`src/sv/crip_pkg.sv`:
```
// shared types, widths and constants of the catmull-rom interpolator
`timescale 1ns / 1ps

package crip_pkg;

  localparam int unsigned CRIP_CORDIC_STEPS = 20;
  localparam int unsigned REDUCE_STEPS      = 13;

  localparam int unsigned MAG_W = 56;
  localparam int unsigned R_W   = 45;
  localparam int unsigned Z_W   = 34;
  localparam int unsigned X_W   = 34;
  localparam int unsigned H_W   = 35;
  localparam int unsigned V_W   = 36;
  localparam int unsigned W_W   = 30;

  localparam logic [16:0]            T_ONE       = 17'd65536;
  localparam logic [42:0]            TWO_PI_Q40  = 43'h6487ED5110B;
  localparam logic signed [R_W-1:0]  TWO_PI_R    = 45'sh6487ED5110B;
  localparam logic signed [R_W-1:0]  PI_R        = 45'sh3243F6A8886;
  localparam logic signed [Z_W-1:0]  PI_Q30      = 34'shC90FDAA2;
  localparam logic signed [Z_W-1:0]  HALF_PI_Q30 = 34'sh6487ED51;
  localparam logic signed [X_W-1:0]  GAIN_Q30    = 34'sh26DD3B6A;
  localparam logic signed [20:0]     PI_Q16      = 21'sd205887;
  localparam logic signed [W_W-1:0]  ONE_Q28     = 30'sd268435456;

  localparam logic [29:0] ATAN_Q30 [32] = '{
    30'h3243F6A8, 30'h1DAC6705, 30'h0FADBAFC, 30'h07F56EA6, 30'h03FEAB76, 30'h01FFD55B,
    30'h00FFFAAA, 30'h007FFF55, 30'h003FFFEA, 30'h001FFFFD, 30'h000FFFFF, 30'h0007FFFF,
    30'h0003FFFF, 30'h0001FFFF, 30'h0000FFFF, 30'h00007FFF, 30'h00003FFF, 30'h00001FFF,
    30'h00000FFF, 30'h000007FF, 30'h000003FF, 30'h000001FF, 30'h000000FF, 30'h0000007F,
    30'h0000003F, 30'h0000001F, 30'h0000000F, 30'h00000008, 30'h00000004, 30'h00000002,
    30'h00000001, 30'h00000000
  };

  typedef struct packed {
    logic               req_type;
    logic signed [31:0] sample_before;
    logic signed [31:0] sample_start;
    logic signed [31:0] sample_end;
    logic signed [31:0] sample_after;
    logic [16:0]        position;
  } in_t;

  typedef struct packed {
    logic signed [31:0] interpolated;
    logic               saturated;
  } out_t;

  typedef struct packed {
    logic signed [W_W-1:0] h00;
    logic signed [W_W-1:0] h01;
    logic signed [W_W-1:0] h10;
    logic signed [W_W-1:0] h11;
  } wgt_t;

  typedef struct packed {
    logic             req_type;
    logic [3:0][31:0] smp;
    wgt_t             wgt;
  } side_t;

  typedef struct packed {
    logic                  flip;
    logic signed [X_W-1:0] x;
    logic signed [X_W-1:0] y;
    logic signed [Z_W-1:0] z;
  } lane_t;

  typedef struct packed {
    logic                  req_type;
    logic                  zero;
    logic [31:0]           plain;
    logic                  sat;
    logic signed [V_W-1:0] x;
    logic signed [V_W-1:0] y;
    logic signed [Z_W-1:0] z;
  } vec_t;

endpackage

```
`src/sv/crip_mod_cell.sv`:
```
// one restoring step of the modulo two pi reduction for four angles
`timescale 1ns / 1ps

module crip_mod_cell import crip_pkg::*; #(
  parameter int unsigned SHIFT = 0
) (
  input  logic                   clk_i,
  input  logic                   en_i,
  input  logic [3:0][MAG_W-1:0]  mag_i,
  input  logic [3:0]             neg_i,
  input  side_t                  side_i,
  output logic [3:0][MAG_W-1:0]  mag_o,
  output logic [3:0]             neg_o,
  output side_t                  side_o
);

  localparam logic [MAG_W-1:0] STEP = MAG_W'(TWO_PI_Q40) << SHIFT;

  logic [3:0][MAG_W-1:0] mag_d, mag_q;
  logic [3:0]            neg_q;
  side_t                 side_q;

  always_comb begin
    for (int k = 0; k < 4; k++) begin
      mag_d[k] = (mag_i[k] >= STEP) ? mag_i[k] - STEP : mag_i[k];
    end
  end

  always_ff @(posedge clk_i) begin
    if (en_i) begin
      mag_q  <= mag_d;
      neg_q  <= neg_i;
      side_q <= side_i;
    end
  end

  assign mag_o  = mag_q;
  assign neg_o  = neg_q;
  assign side_o = side_q;

endmodule

```
`config.mk`:
```
export PLATFORM = sky130hd
export DESIGN_NAME = crip_mod_cell
export DESIGN_NICKNAME = d
export VERILOG_FILES = /design/src/sv/crip_pkg.sv /design/src/sv/crip_mod_cell.sv
export SDC_FILE = /design/constraint.sdc
export NUM_CORES = 1
export LEC_CHECK = 0
export ABC_AREA = 1
export BUFFER_PORTS_ARGS = -buffer_cell sky130_fd_sc_hd__buf_4
export CORE_AREA = 2 2 374 376
export DETAILED_ROUTE_END_ITERATION = 8
export DIE_AREA = 0 0 376 378
export GPL_TIMING_DRIVEN = 0
export SYNTH_ARGS = -nofsm -noshare
export SYNTH_HDL_FRONTEND = slang
export SYNTH_SLANG_ARGS = --single-unit
```
`constraint.sdc`:
```
create_clock -name clk_i -period 2.07 [get_ports clk_i]
set_input_delay 0.1035 -clock clk_i [delete_from_list [all_inputs] [get_ports clk_i]]
set_output_delay 0.1035 -clock clk_i [all_outputs]
set_load 0.03 [all_outputs]
```
; After elaboration in Yosys (flattened, before gate mapping)
; Cells that the tools add are included.
[totals]
ff_bits = 477
inputBits = 479
out_inout_bits = 477
[classes]
add_sub_neg = 4
n_lt_le_gt_ge = 4
muxes = 4
[ops]
columns = operator, n
row1 = "56-bit by 43-bit >= comparator with 1-bit output, second input constant", 4
row2 = 56-bit 2-to-1 mux, 4
row3 = "56-bit by 43-bit subtractor with 56-bit output, second input constant", 4

; Depth between registers and ports, before layout
; Gate-level depths: netlist of the first run.
[logic_depth]
word_depth = 2
mapped_depth = 15
ltp_nobuf = 14

; Least setup slack after synthesis of the first run
; Ideal clock, no wire load.
[synth_path]
path_kind = input -> register
start = in mag_i[56] (netlist name)
end = reg mag_q, in the netlist mag_o[72], data pin
t_arrival_ps = 1484
t_required_ps = 1807
path_slack_ps = 323
path_stages = 10
n_path_buf = 1
path_cell_list = ha_1 o21ai_0 nand2_1 nand3_1 nand3_2 nand3_1 nand2_4 buf_4 o21ai_0 o21ai_0
[synth_lines]
columns = element, line_no
row1 = "start, declared", crip_mod_cell.sv:9  ; input logic [3:0][MAG_W-1:0] mag_i,
row2 = "end signal, assigned", crip_mod_cell.sv:31  ; mag_q <= mag_d;
row3 = "end, declared", crip_mod_cell.sv:19  ; logic [3:0][MAG_W-1:0] mag_d, mag_q;

==> parameters.txt, run 1 <==
Parameter                              Value

STA
  Maximum clock rate ... 486 MHz
  Final count of hold timing violations ... 14
  Post-layout min period ... 2.06 ns
  Slew HR ... 0.516
  Worst hold margin ... -0.246 ns
  Max Transition Viols Final ... 0
  Tcrit/Tclk final ... 0.993
  Setup-violating endpoint count in the final report ... 0
  Final-layout setup total negative slack ... 0 ns
  Worst-margin pin slew ... 0.723 ns

Clock tree
  Number of CTS-inserted buffers ... 60
  Clock-pin slew of the registers on the worst-case setup and hold paths ... 0.06 ns
  Clock tree from TritonCTS ... built
  Buffer cell driving the clock tree root ... clkbuf_16
  Total number of H-tree levels ... 2
  Clk buf depth ... 3
  Clock tree sinks ... 477

Logic synthesis
  Combinational family with the most area after synthesis ... simple AND/OR/NAND/NOR gates
  Top flip-flop cell by instance count after synthesis ... edfxtp_1
  Yosys warning count ... 0
  Post-synth EDFFs ... 477
  Area leader, netlist ... edfxtp_1
  Post-Synth Adder-Cell Area ... 0.00177
  Synth unique cells ... 42
  Synth top cells by count ... nand2_1 (1349), nor2_1 (481), edfxtp_1 (477)
  Fraction of the mapped netlist area in compound gates ... 0.0618
  Async set-reset flop share out of synthesis ... 0
  Flop and latch count out of synthesis ... 477
  Yosys top cell area share ... 0.508
  Multiplexer fraction of the synthesized cell area ... 0
  Most frequently used cell type in the post-synthesis netlist ... nand2_1
  Simple-gate portion of the synthesized area ... 0.334
  Netlist area before placement ... 28200 sq um
  Sequential fraction of the synthesis area ... 0.508
  Area share of xor/xnor cells in the synthesized design ... 0.0189
  Most area-consuming cells after synthesis ... edfxtp_1 (51%), nand2_1 (18%), nor2_1 (6.4%)
  Gate count of the mapped netlist ... 3669
  Synthesized netlist net count ... 4152
  Syn avg cell area ... 7.69 sq um

Floorplan
  Core area ... 139000 sq um
  Initial core utilization ... 0.204
  Site row count ... 137
  Area of the die ... 142000 sq um
  Top-Level Pins ... 956
  Vertical die dimension ... 378 um
  Chip width ... 376 um

Detailed routing
  Wire per inst ... 21.7 um
  Vias per std cell ... 4.49
  DR iter-0 viols ... 2716
  Remaining routing DRC violations ... 0
  Vias after detailed routing ... 31600
  1st-pass router iterations ... 7
  Remaining antenna violation count ... 0
  Aggregate routed wire length ... 153000 um

Outcome
  Violations in the final reports ... hold timing
  Run status ... complete, but fails checks

Placement
  Quantity of I/O buffers inserted on ports ... 947
  Last weighted congestion value of the routability-driven placer ... 0.992
  Detail Placement HPWL ... 122000 um
  Cell Area, Placed ... 37700 sq um

Global route
  Number of global-route vias before repair ... 30600
  Number of antenna violations at the first check in global routing ... 14
  Largest net degree at the start of global routing ... 123
  First-pass GRT wire length ... 212000 um
  Total grt overflow ... 0
  Overall fraction of global-route tracks in use ... 0.204

Cells and area
  Layout net count ... 5673
  Share of final-layout standard cells stronger than drive strength 1 ... 0.234
  Final design instance area without fill ... 45000 sq um
  Layout overhead on the synthesized area ... 59.6%

Worst setup path
  Arrival time of data at the critical path endpoint ... 2.57 ns
  Required time of the worst setup path ... 2.58 ns
  Type of origin of the critical path ... input pin
  Launch point of the worst path ... mag_i[34]
  Critical-path maximum fanout ... 8
  Kind of critical path ... input pin to flip-flop
  Kind of end point of the critical path ... flip-flop

Power and ir drop
  Power density of the placed cells ... 667 nW/um^2
  Worst IR drop on VDD ... 649 uV
  Static Leakage ... 20.2 nW

Min path
  Worst-case hold path end point ... mag_o[142]$_DFFE_PP_
  Startpoint of the tightest hold check path ... mag_i[142]
  Hold/Removal Path Class ... input pin to flip-flop
  Worst hold stages ... 3

Run
  Max-cap violation count ... 0
## sequential cells by signal (all words and copies together), names as in the netlist
name,flops
side_o,249
mag_o,224
neg_o,4
## per-stage QoR
stage	setup WS [ns]	utilization	power, mW	std cells
after global placement	-3.28	0.271	18.7	6423
after global routing	-0.0105	0.325	31.2	7051
after CTS	0.00690	0.322	30.3	7034
final	0.0135	0.325	30.0	7051
after floorplan	0.323	-	15.2	3669
after detailed placement	-0.624	0.272	18.7	6427
## cells in the final DEF (no fill, tap or decap), drive strengths merged
master / n
a21boi: 6
a21o: 2
a21oi: 134
a31oi: 3
and2: 10
and3: 8
buf: 998
bufinv: 6
clkbuf: 75
clkinv: 29
clkinvlp: 7
diode: 3
dlygate4sd3: 502
dlymetal6s4s: 1
edfxtp: 477
ha: 4
inv: 464
nand2: 1357
nand2b: 1
nand3: 280
nand3b: 30
nand4: 55
nor2: 501
nor2b: 2
nor3: 38
nor3b: 3
nor4: 4
o211ai: 5
o21a: 2
o21ai: 155
o21bai: 21
or2: 2
xnor2: 4
xor2: 55
## cell type report
cell class                      count  area, sq um
Antenna cell                        3         7.51
Buffer                             48          432
Clock buffer                       69         1540
Clock inverter                     44          439
Fill cell                       14700        93500
Inverter                          462         1750
Multi-Input combinational cell   2682        12000
Sequential cell                   477        14300
Tap cell                         1807         2260
Timing Repair Buffer             1459        12300
## per-layer routing
layer  global-route usage  up-vias  wire, um  part of all wire
li1                     -    15000         -                 -
met1                0.255    15100     62900              0.41
met2                0.346     1352     72800              0.48
met3               0.0475      205     12300             0.080
met4               0.0639        8      4940             0.032
met5                    0        -        59           0.00039
## critical path, cell delays in order
cell and delay [ns]:
buf_4 0.16, nor2_1 0.24, nand2_1 0.11, inv_1 0.24, nand2_1 0.14, nor2_1 0.45, and3_1 0.25, nand2_1 0.07
nand2_1 0.06, nand2_1 0.04, dlygate4sd3_1 0.55, a21oi_1 0.14
## how the worst max path moves through the flow
stage | slack [ns] | end | depth (start not counted)
global route | -0.01 | mag_o[180]$_DFFE_PP_ | 16
global placement | -3.28 | mag_o[219]$_DFFE_PP_ | 1
CTS | 0.007 | mag_o[215]$_DFFE_PP_ | 14
floorplan | 0.32 | mag_o[72]$_DFFE_PP_ | 10
finish | 0.01 | mag_o[55]$_DFFE_PP_ | 12
detailed placement | -0.62 | mag_o[101]$_DFFE_PP_ | 11
## power breakdown
| part | internal [mW] | switching [mW] |
|---|---|---|
| Combinational | 2.81 | 4.61 |
| Sequential | 11.6 | 0.329 |
| Clock | 6.10 | 4.56 |
## logic make-up after synthesis
kind of cell	count (synthesis)
flops	477
fa+ha+maj	4
buf+inv	510
compound gates	328
simple gates	2291
xor+xnor	59
## timing repair
action                                  CTS  global route
endpoints found under the setup margin    0            63
endpoints found under the hold margin   505            20
gates resized for setup                   0           101
hold buffers                            494             9
buffers inserted                          0             5
Note: power is estimated with default switching activity, not from simulation.
==> run 2, diff against run 1 <==
==> constraint.sdc (replaced) <==
create_clock -name clk_i -period 2.5 [get_ports clk_i]
set_input_delay 0.125 -clock clk_i [delete_from_list [all_inputs] [get_ports clk_i]]
set_output_delay 0.125 -clock clk_i [all_outputs]
set_load 0.03 [all_outputs]
==> run 2 against run 1 <==
Against the previous run: the run now ends clean; critical path depth up 1; count of clock-buffer cells in the layout unchanged; worst setup slack better by 0.020 ns; worst hold slack better by 0.29 ns; non-clock buffer count down 39; final cell count down 0.55%; sequential cell count unchanged; sequential power down 17%; sequential share of layout area up 0.38 points; wire length down 1.9%; die area unchanged; critical path type unchanged; critical endpoint is now mag_o[56]$_DFFE_PP_; highest routed layer unchanged.
==> parameters.txt, run 2 (same netlist as run 1, synthesis figures left out) <==
Parameter                              Value

Clock tree
  Buffer cell driving the clock tree root ... clkbuf_16 (unchanged)
  Number of CTS-inserted buffers ... 60 (unchanged)
  Clk buf depth ... 3 (unchanged)
  Clock tree from TritonCTS ... built (unchanged)
  Clock-pin slew of the registers on the worst-case setup and hold paths ... 0.06 ns (about the same)
  Total number of H-tree levels ... 2 (unchanged)
  Clock tree sinks ... 477 (unchanged)

Global route
  Number of antenna violations at the first check in global routing ... 16 (was 14)
  Number of global-route vias before repair ... 30200 (was 30600)
  Overall fraction of global-route tracks in use ... 0.200 (was 0.204)
  Met1 Track Usage GR ... 0.252 (was 0.255)
  Total grt overflow ... 0 (unchanged)
  Met3 Usage GRT ... 0.0495 (was 0.0475)
  First-pass GRT wire length ... 209000 um (was 212000 um)
  Most heavily used metal layer in global routing ... met2 (unchanged)
  Routing usage on met2 ... 0.340 (was 0.346)
  Largest net degree at the start of global routing ... 123 (unchanged)

Placement
  Quantity of I/O buffers inserted on ports ... 947 (unchanged)
  Last weighted congestion value of the routability-driven placer ... 0.992 (unchanged)
  Detail Placement HPWL ... 122000 um (unchanged)
  Worst setup slack before clock tree synthesis ... -0.216 ns (was -0.624 ns)
  Placed Cells ... 6427 (unchanged)

Cells and area
  Layout net count ... 5634 (was 5673)
  Leading cell type in the layout, fill and taps excluded ... nand2_1 (unchanged)
  Share of final-layout standard cells stronger than drive strength 1 ... 0.227 (was 0.234)
  Leading cell types in the layout, fill and taps excluded ... nand2_1 (1346), buf_4 (960), edfxtp_1 (477) (was nand2_1 (1340), buf_4 (965), dlygate4sd3_1 (502))
  Multi-input combinational cell area ... 11900 sq um (was 12000 sq um)
  Layout overhead on the synthesized area ... 57.8% (was 59.6%)
  FILL cells ... 14700 (about the same)
  Largest register FFs ... 249 (unchanged)
  Area used by sequential logic in the layout ... 14300 sq um (unchanged)
  Fin cells ... 7012 (was 7051)

Worst setup path
  Arrival time of data at the critical path endpoint ... 2.86 ns (was 2.57 ns)
  Kind of critical path ... input pin to flip-flop (unchanged)
  CP delay by family, top ... buffers and inverters (was simple AND/OR/NAND/NOR gates)
  Launch point of the worst path ... mag_i[76] (was mag_i[34])
  Cells along the critical path ... dlygate4sd3_1, buf_4, inv_2, nor2_2, nand2_1, nor2_4, nand3_1, nand3_2, nand3_2, nand2_4, buf_6, xor2_1, dlygate4sd3_1 (was buf_4, nor2_1, nand2_1, inv_1, nand2_1, nor2_1, and3_1, nand2_1, nand2_1, nand2_1, dlygate4sd3_1, a21oi_1)
  CP Buf/Inv Count ... 5 (was 3)
  Slowest cell on crit path ... dlygate4sd3_1 (unchanged)
  Stage delay of the slowest cell on the critical path ... 0.57 ns (was 0.55 ns)
  Required time of the worst setup path ... 2.90 ns (was 2.58 ns)
  Kind of end point of the critical path ... flip-flop (unchanged)
  Type of origin of the critical path ... input pin (unchanged)
  Critical-path maximum fanout ... 10 (was 8)

STA
  Worst setup margin ... 0.0340 ns (was 0.0135 ns)
  Post-layout min period ... 2.47 ns
  Unrepaired setup endpoints after global routing ... true
  Setup-violating endpoint count in the final report ... 0 (unchanged)
  Final count of hold timing violations ... 0 (was 14)
  Slew HR ... 0.521 (was 0.516)
  Max Transition Viols Final ... 0 (unchanged)
  Final-layout setup total negative slack ... 0 ns (unchanged)
  Worst-margin pin slew ... 0.716 ns (was 0.723 ns)
  Tcrit/Tclk final ... 0.986
  Maximum clock rate ... 406 MHz

Detailed routing
  Remaining routing DRC violations ... 0 (unchanged)
  DR iter-0 viols ... 2547 (was 2716)
  Aggregate routed wire length ... 150000 um (was 153000 um)
  Vias after detailed routing ... 31300 (was 31600)
  Vias per std cell ... 4.47 (was 4.49)
  Remaining antenna violation count ... 0 (unchanged)
  Wire per inst ... 21.4 um (was 21.7 um)
  1st-pass router iterations ... 6 (was 7)

Run
  Max-cap violation count ... 0 (unchanged)

Min path
  Hold/Removal Path Class ... input pin to flip-flop (unchanged)
  Startpoint of the tightest hold check path ... mag_i[150] (was mag_i[142])
  Worst-case hold path end point ... mag_o[150]$_DFFE_PP_ (was mag_o[142]$_DFFE_PP_)
  Worst hold stages ... 3 (unchanged)

Power and ir drop
  Sum of internal, switching and leakage power ... 24.8 mW (was 30.0 mW)
  Worst IR drop on VDD ... 526 uV (was 649 uV)
  Static Leakage ... 20.1 nW (was 20.2 nW)
  Power density of the placed cells ... 557 nW/um^2 (was 667 nW/um^2)

Floorplan
  Area of the die ... 142000 sq um (unchanged)
  Initial core utilization ... 0.204 (unchanged)
  Core area ... 139000 sq um (unchanged)
  Vertical die dimension ... 378 um (unchanged)
  Top-Level Pins ... 956 (unchanged)
  Site row count ... 137 (unchanged)
  Chip width ... 376 um (unchanged)

Outcome
  Run status ... completed (was complete, but fails checks)
## run 2: changes by cell type in the layout (fill, tap and decap cells not counted), moves of 4 or more
cell / previous run / this run
dlygate4sd3_1: 502 / 467
nor2_1: 451 / 469
nor2_2: 42 / 27
inv_1: 435 / 441
nand2_1: 1340 / 1346
o21ai_0: 103 / 109
o21ai_1: 51 / 45
buf_4: 965 / 960
nand2_2: 15 / 10
buf_6: 14 / 18
inv_2: 22 / 18
## run 2: worst max path at each step
| stage | to | cells past startpoint |
|---|---|---|
| 6_report | mag_o[56]$_DFFE_PP_ | 13 |
| 5_1_grt | mag_o[106]$_DFFE_PP_ | 13 |
| 4_1_cts | mag_o[56]$_DFFE_PP_ | 13 |
| 3_5_place_dp | mag_o[101]$_DFFE_PP_ | 11 |
| 3_3_place_gp | mag_o[219]$_DFFE_PP_ | 1 |
| 2_1_floorplan | mag_o[72]$_DFFE_PP_ | 10 |
## run 2: area by class of cell
cell class / count / area share
flip-flops and latches: 477 / 0.322
repair buffers: 1420 / 0.268
multi-input cells: 2682 / 0.267
well taps: 1807 / 0.0508
inverters: 462 / 0.0392
clock buffers: 69 / 0.0345
clock inverters: 44 / 0.00987
plain buffers: 48 / 0.00936
diodes: 3 / 0.000169
## run 2: per-stage QoR
step / area, sq um / utilization / hold WS (ns)
2_1_floorplan: 28200 / - / 0.224
4_1_cts: 44300 / 0.320 / 0.000105
3_5_place_dp: 37700 / 0.272 / 0.304
3_3_place_gp: 37600 / 0.271 / 0.303
6_report: 44500 / 0.321 / 0.0393
5_1_grt: 44500 / 0.321 / 0.0390
## run 2: repair_timing
item | CTS | global route
hold buffers | 465 | 2
buffers inserted | 0 | 2
endpoints found under the setup margin | 0 | 22
endpoints found under the hold margin | 499 | 2
gates resized for setup | 0 | 44
## run 2: power breakdown
group / internal, mW / total (mW) / switching, mW
Clock: 5.05 / 8.81 / 3.76
Combinational: 2.27 / 6.07 / 3.80
Sequential: 9.63 / 9.90 / 0.272
## run 2: layer usage
layer,routed length [um],share of wire
met1,62000,0.41
met2,71200,0.47
met3,12400,0.083
met4,4300,0.029
met5,96,0.00064
==> run 3, diff against run 2 <==
--- a/config.mk
+++ b/config.mk
@@ -5,11 +5,11 @@
 export SDC_FILE = /design/constraint.sdc
 export NUM_CORES = 1
 export LEC_CHECK = 0
-export ABC_AREA = 1
+export ABC_AREA = 0
 export BUFFER_PORTS_ARGS = -buffer_cell sky130_fd_sc_hd__buf_4
-export CORE_AREA = 2 2 374 376
+export CORE_AREA = 2 2 375 377
 export DETAILED_ROUTE_END_ITERATION = 8
-export DIE_AREA = 0 0 376 378
+export DIE_AREA = 0 0 377 379
 export GPL_TIMING_DRIVEN = 0
 export SYNTH_ARGS = -nofsm -noshare
 export SYNTH_HDL_FRONTEND = slang
==> run 3 against run 2 <==
Against the previous run: wire length down 19%; non-clock buffer count up 30; highest routed layer unchanged; final cell count fell by 29%; largest cell class unchanged; the flow now finishes with violations (hold timing, setup timing); maximum frequency shrank 1.5%; die area increased by 0.53%; core utilization decreased by 4.5 points; synthesized cell count down 57%; via count decreased by 34%; first-iteration DRC count down 28%; sequential cell count is the same; largest power group unchanged; design area is 14% lower.
==> parameters.txt, run 3 <==
Parameter                              Value

Cells and area
  Layout overhead on the synthesized area ... 81.3% (was 57.8%)
  Layout net count ... 3572 (was 5634)
  Share of final-layout standard cells stronger than drive strength 1 ... 0.371 (was 0.227)
  Area used by sequential logic in the layout ... 14300 sq um (unchanged)
  Leading cell type in the layout, fill and taps excluded ... buf_4 (was nand2_1)
  Multi-input combinational cell area ... 7020 sq um (was 11900 sq um)
  Largest register FFs ... 249 (unchanged)
  FILL cells ... 14300 (was 14700)
  Leading cell types in the layout, fill and taps excluded ... buf_4 (940), dlygate4sd3_1 (499), edfxtp_1 (477) (was nand2_1 (1346), buf_4 (960), edfxtp_1 (477))

Detailed routing
  Aggregate routed wire length ... 121000 um (was 150000 um)
  1st-pass router iterations ... 5 (was 6)
  Vias per std cell ... 4.14 (was 4.47)
  DR iter-0 viols ... 1824 (was 2547)
  Wire per inst ... 24.4 um (was 21.4 um)
  Vias after detailed routing ... 20600 (was 31300)
  Remaining antenna violation count ... 0 (unchanged)
  Remaining routing DRC violations ... 0 (unchanged)

Logic synthesis
  Syn avg cell area ... 13.4 sq um (was 7.69 sq um)
  Area leader, netlist ... edfxtp_1 (unchanged)
  Netlist area before placement ... 21100 sq um (was 28200 sq um)
  Gate count of the mapped netlist ... 1576 (was 3669)
  Flop and latch count out of synthesis ... 477 (unchanged)
  Yosys top cell area share ... 0.677 (was 0.508)
  Most area-consuming cells after synthesis ... edfxtp_1 (68%), xnor2_1 (5.1%), xor2_1 (3.9%) (was edfxtp_1 (51%), nand2_1 (18%), nor2_1 (6.4%))
  Synth top cells by count ... edfxtp_1 (477), nand2_1 (151), xnor2_1 (123) (was nand2_1 (1349), nor2_1 (481), edfxtp_1 (477))
  Async set-reset flop share out of synthesis ... 0 (unchanged)
  Yosys warning count ... 0 (unchanged)
  Most frequently used cell type in the post-synthesis netlist ... edfxtp_1 (was nand2_1)
  Synth unique cells ... 74 (was 42)
  Top flip-flop cell by instance count after synthesis ... edfxtp_1 (unchanged)
  Post-synth EDFFs ... 477 (unchanged)
  Sequential fraction of the synthesis area ... 0.677 (was 0.508)
  Synthesized netlist net count ... 2059 (was 4152)

Run
  Max-cap violation count ... 0 (unchanged)

Floorplan
  Initial core utilization ... 0.152 (was 0.204)
  Core area ... 139000 sq um (about the same)
  Area of the die ... 143000 sq um (was 142000 sq um)
  Top-Level Pins ... 956 (unchanged)
  Vertical die dimension ... 379 um (was 378 um)
  Site row count ... 137 (unchanged)
  Chip width ... 377 um (was 376 um)

Power and ir drop
  Internal cell power ... 17.1 mW (was 17.0 mW)
  Sum of internal, switching and leakage power ... 24.9 mW (was 24.8 mW)
  Switching component of the power ... 7.84 mW (was 7.83 mW)
  Power density of the placed cells ... 650 nW/um^2 (was 557 nW/um^2)
  Clock group share of total power ... 0.380 (was 0.356)
  Worst IR drop on VDD ... 514 uV (was 526 uV)
  Fraction of power consumed by sequential logic ... 0.397 (was 0.399)
  Share of total power consumed by net switching ... 0.315 (was 0.316)
  Combinational group share of total power ... 0.223 (was 0.245)
  Static Leakage ... 15.0 nW (was 20.1 nW)

Worst setup path
  Cells along the critical path ... buf_8, or3_4, or3_4, or4_4, a311oi_4, a211o_1, buf_12, nand2_8, or3_4, xnor2_4 (was dlygate4sd3_1, buf_4, inv_2, nor2_2, nand2_1, nor2_4, nand3_1, nand3_2, nand3_2, nand2_4, buf_6, xor2_1, dlygate4sd3_1)
  Slowest cell on crit path ... or4_4 (was dlygate4sd3_1)
  Kind of end point of the critical path ... flip-flop (unchanged)
  Stage delay of the slowest cell on the critical path ... 0.51 ns (was 0.57 ns)
  Type of origin of the critical path ... input pin (unchanged)
  Crit-path most repeated cell ... or3_4
  Kind of critical path ... input pin to flip-flop (unchanged)
  Critical-path maximum fanout ... 7 (was 10)
  Required time of the worst setup path ... 2.90 ns (about the same)
  Arrival time of data at the critical path endpoint ... 2.90 ns (was 2.86 ns)

STA
  Setup-violating endpoint count in the final report ... 2 (was 0)
  Worst-margin pin slew ... 0.888 ns (was 0.716 ns)
  Post-layout min period ... 2.50 ns (was 2.47 ns)
  Worst hold margin ... -0.242 ns (was 0.0393 ns)
  Maximum clock rate ... 399 MHz (was 406 MHz)
  Max Transition Viols Final ... 0 (unchanged)
  Final count of hold timing violations ... 6 (was 0)
  Worst setup margin ... -0.00350 ns (was 0.0340 ns)
  Tcrit/Tclk final ... 1.00 (was 0.986)
  Slew HR ... 0.403 (was 0.521)
  Unrepaired setup endpoints after global routing ... true (unchanged)

Clock tree
  Clock tree sinks ... 477 (unchanged)
  Clk buf depth ... 3 (unchanged)
  Total number of H-tree levels ... 3 (was 2)
  Clock tree from TritonCTS ... built (unchanged)
  Buffer cell driving the clock tree root ... clkbuf_16 (unchanged)
  Clock-pin slew of the registers on the worst-case setup and hold paths ... 0.06 ns (about the same)
  Number of CTS-inserted buffers ... 66 (was 60)

Global route
  Largest net degree at the start of global routing ... 118 (was 123)
  Number of antenna violations at the first check in global routing ... 53 (was 16)
  Total grt overflow ... 0 (unchanged)
  Number of global-route vias before repair ... 20400 (was 30200)
  Overall fraction of global-route tracks in use ... 0.161 (was 0.200)
  First-pass GRT wire length ... 161000 um (was 209000 um)

Min path
  Hold/Removal Path Class ... input pin to flip-flop (unchanged)

Outcome
  Run status ... complete, but fails checks (was completed)
  Violations in the final reports ... hold timing, setup timing

Placement
  Quantity of I/O buffers inserted on ports ... 931 (was 947)
  Last weighted congestion value of the routability-driven placer ... 0.909 (was 0.992)
  Detail Placement HPWL ... 93300 um (was 122000 um)
## run 3: cell count changes after synthesis, sizes merged, moves of 26 or more
| cell | change |
|---|---|
| xnor2 | +120 |
| o21ai | -94 |
| clkbuf | +41 |
| nor4 | +27 |
| xor2 | +40 |
| nand4 | -39 |
| a21oi | -78 |
| nand2 | -1205 |
| nand3 | -239 |
| nor2 | -386 |
| or3 | +30 |
| buf | -36 |
| inv | -445 |
| nor3 | +26 |
## run 3: repair_timing
| item | CTS | global route |
|---|---|---|
| setup endpoints to repair | 154 | 104 |
| endpoints found under the hold margin | 522 | 7 |
| pin swaps | 3 | 14 |
| buffers inserted | 5 | 8 |
| gates resized for setup | 32 | 62 |
| hold buffers | 500 | 1 |
## run 3: power groups by stage
stage / combinational (mW) / sequential [mW] / clock [mW]
floorplan: 0.688 / 11.5 / 0
global placement: 4.77 / 10.1 / 0
detailed placement: 4.80 / 10.1 / 0
CTS: 5.54 / 9.90 / 9.82
global route: 5.80 / 9.96 / 10.0
finish: 5.55 / 9.90 / 9.46
## run 3: logic make-up (layout without fill, tap and decap cells)
| family | count (synthesis) | count (layout) | synth area share |
|---|---|---|---|
| compound gates | 230 | 230 | 0.0740 |
| xor+xnor | 219 | 219 | 0.0911 |
| fa+ha+maj | 4 | 4 | 0.00237 |
| buf+inv | 70 | 1633 | 0.0137 |
| flops | 477 | 477 | 0.677 |
| other cells | 0 | 21 | 0 |
| simple gates | 576 | 576 | 0.141 |
## run 3: worst max-delay path, delay by kind of cell
family	cells	cell delay [ns]
xor gates and xnor gates	1	0.16
and+or+nand+nor	5	1.80
AOI/OAI and AO/OA	2	0.54
buffers and inverters	2	0.26
## run 3: metal layers
metal,global-route usage,vias to the layer above,routed length [um]
met1,0.208,10100,50100
met2,0.250,1182,54000
met4,0.0538,20,4310
met3,0.0545,201,12600
li1,-,9030,-
met5,0,-,128
## run 3: final timing paths
check / startpoint / to / cells after the start
max: mag_i[202] / mag_o[219]$_DFFE_PP_ / 10
min: mag_i[57] / mag_o[57]$_DFFE_PP_ / 3
## run 3: metrics by stage
stage / area (sq um) / util / instances / setup slack, ns / TNS [ns]
2_1_floorplan: 21300 / - / 1576 / -0.171 / -0.759
3_3_place_gp: 30500 / 0.220 / 4314 / -3.06 / -1618.91
3_5_place_dp: 30600 / 0.221 / 4318 / -1.82 / -220.01
4_1_cts: 38000 / 0.273 / 4940 / 0.00981 / 0
5_1_grt: 38300 / 0.276 / 4953 / -0.0174 / -0.0330
6_report: 38300 / 0.276 / 4967 / -0.00350 / -0.00574
## run 3: area by class of cell
cell class,instances,area share
Timing Repair Buffer,1447,0.319
Inverter,17,0.00166
Buffer,51,0.00718
Tap cell,1807,0.0590
Clock buffer,74,0.0439
Sequential cell,477,0.374
Clock inverter,44,0.0117
Antenna cell,21,0.00137
Multi-Input combinational cell,1029,0.183
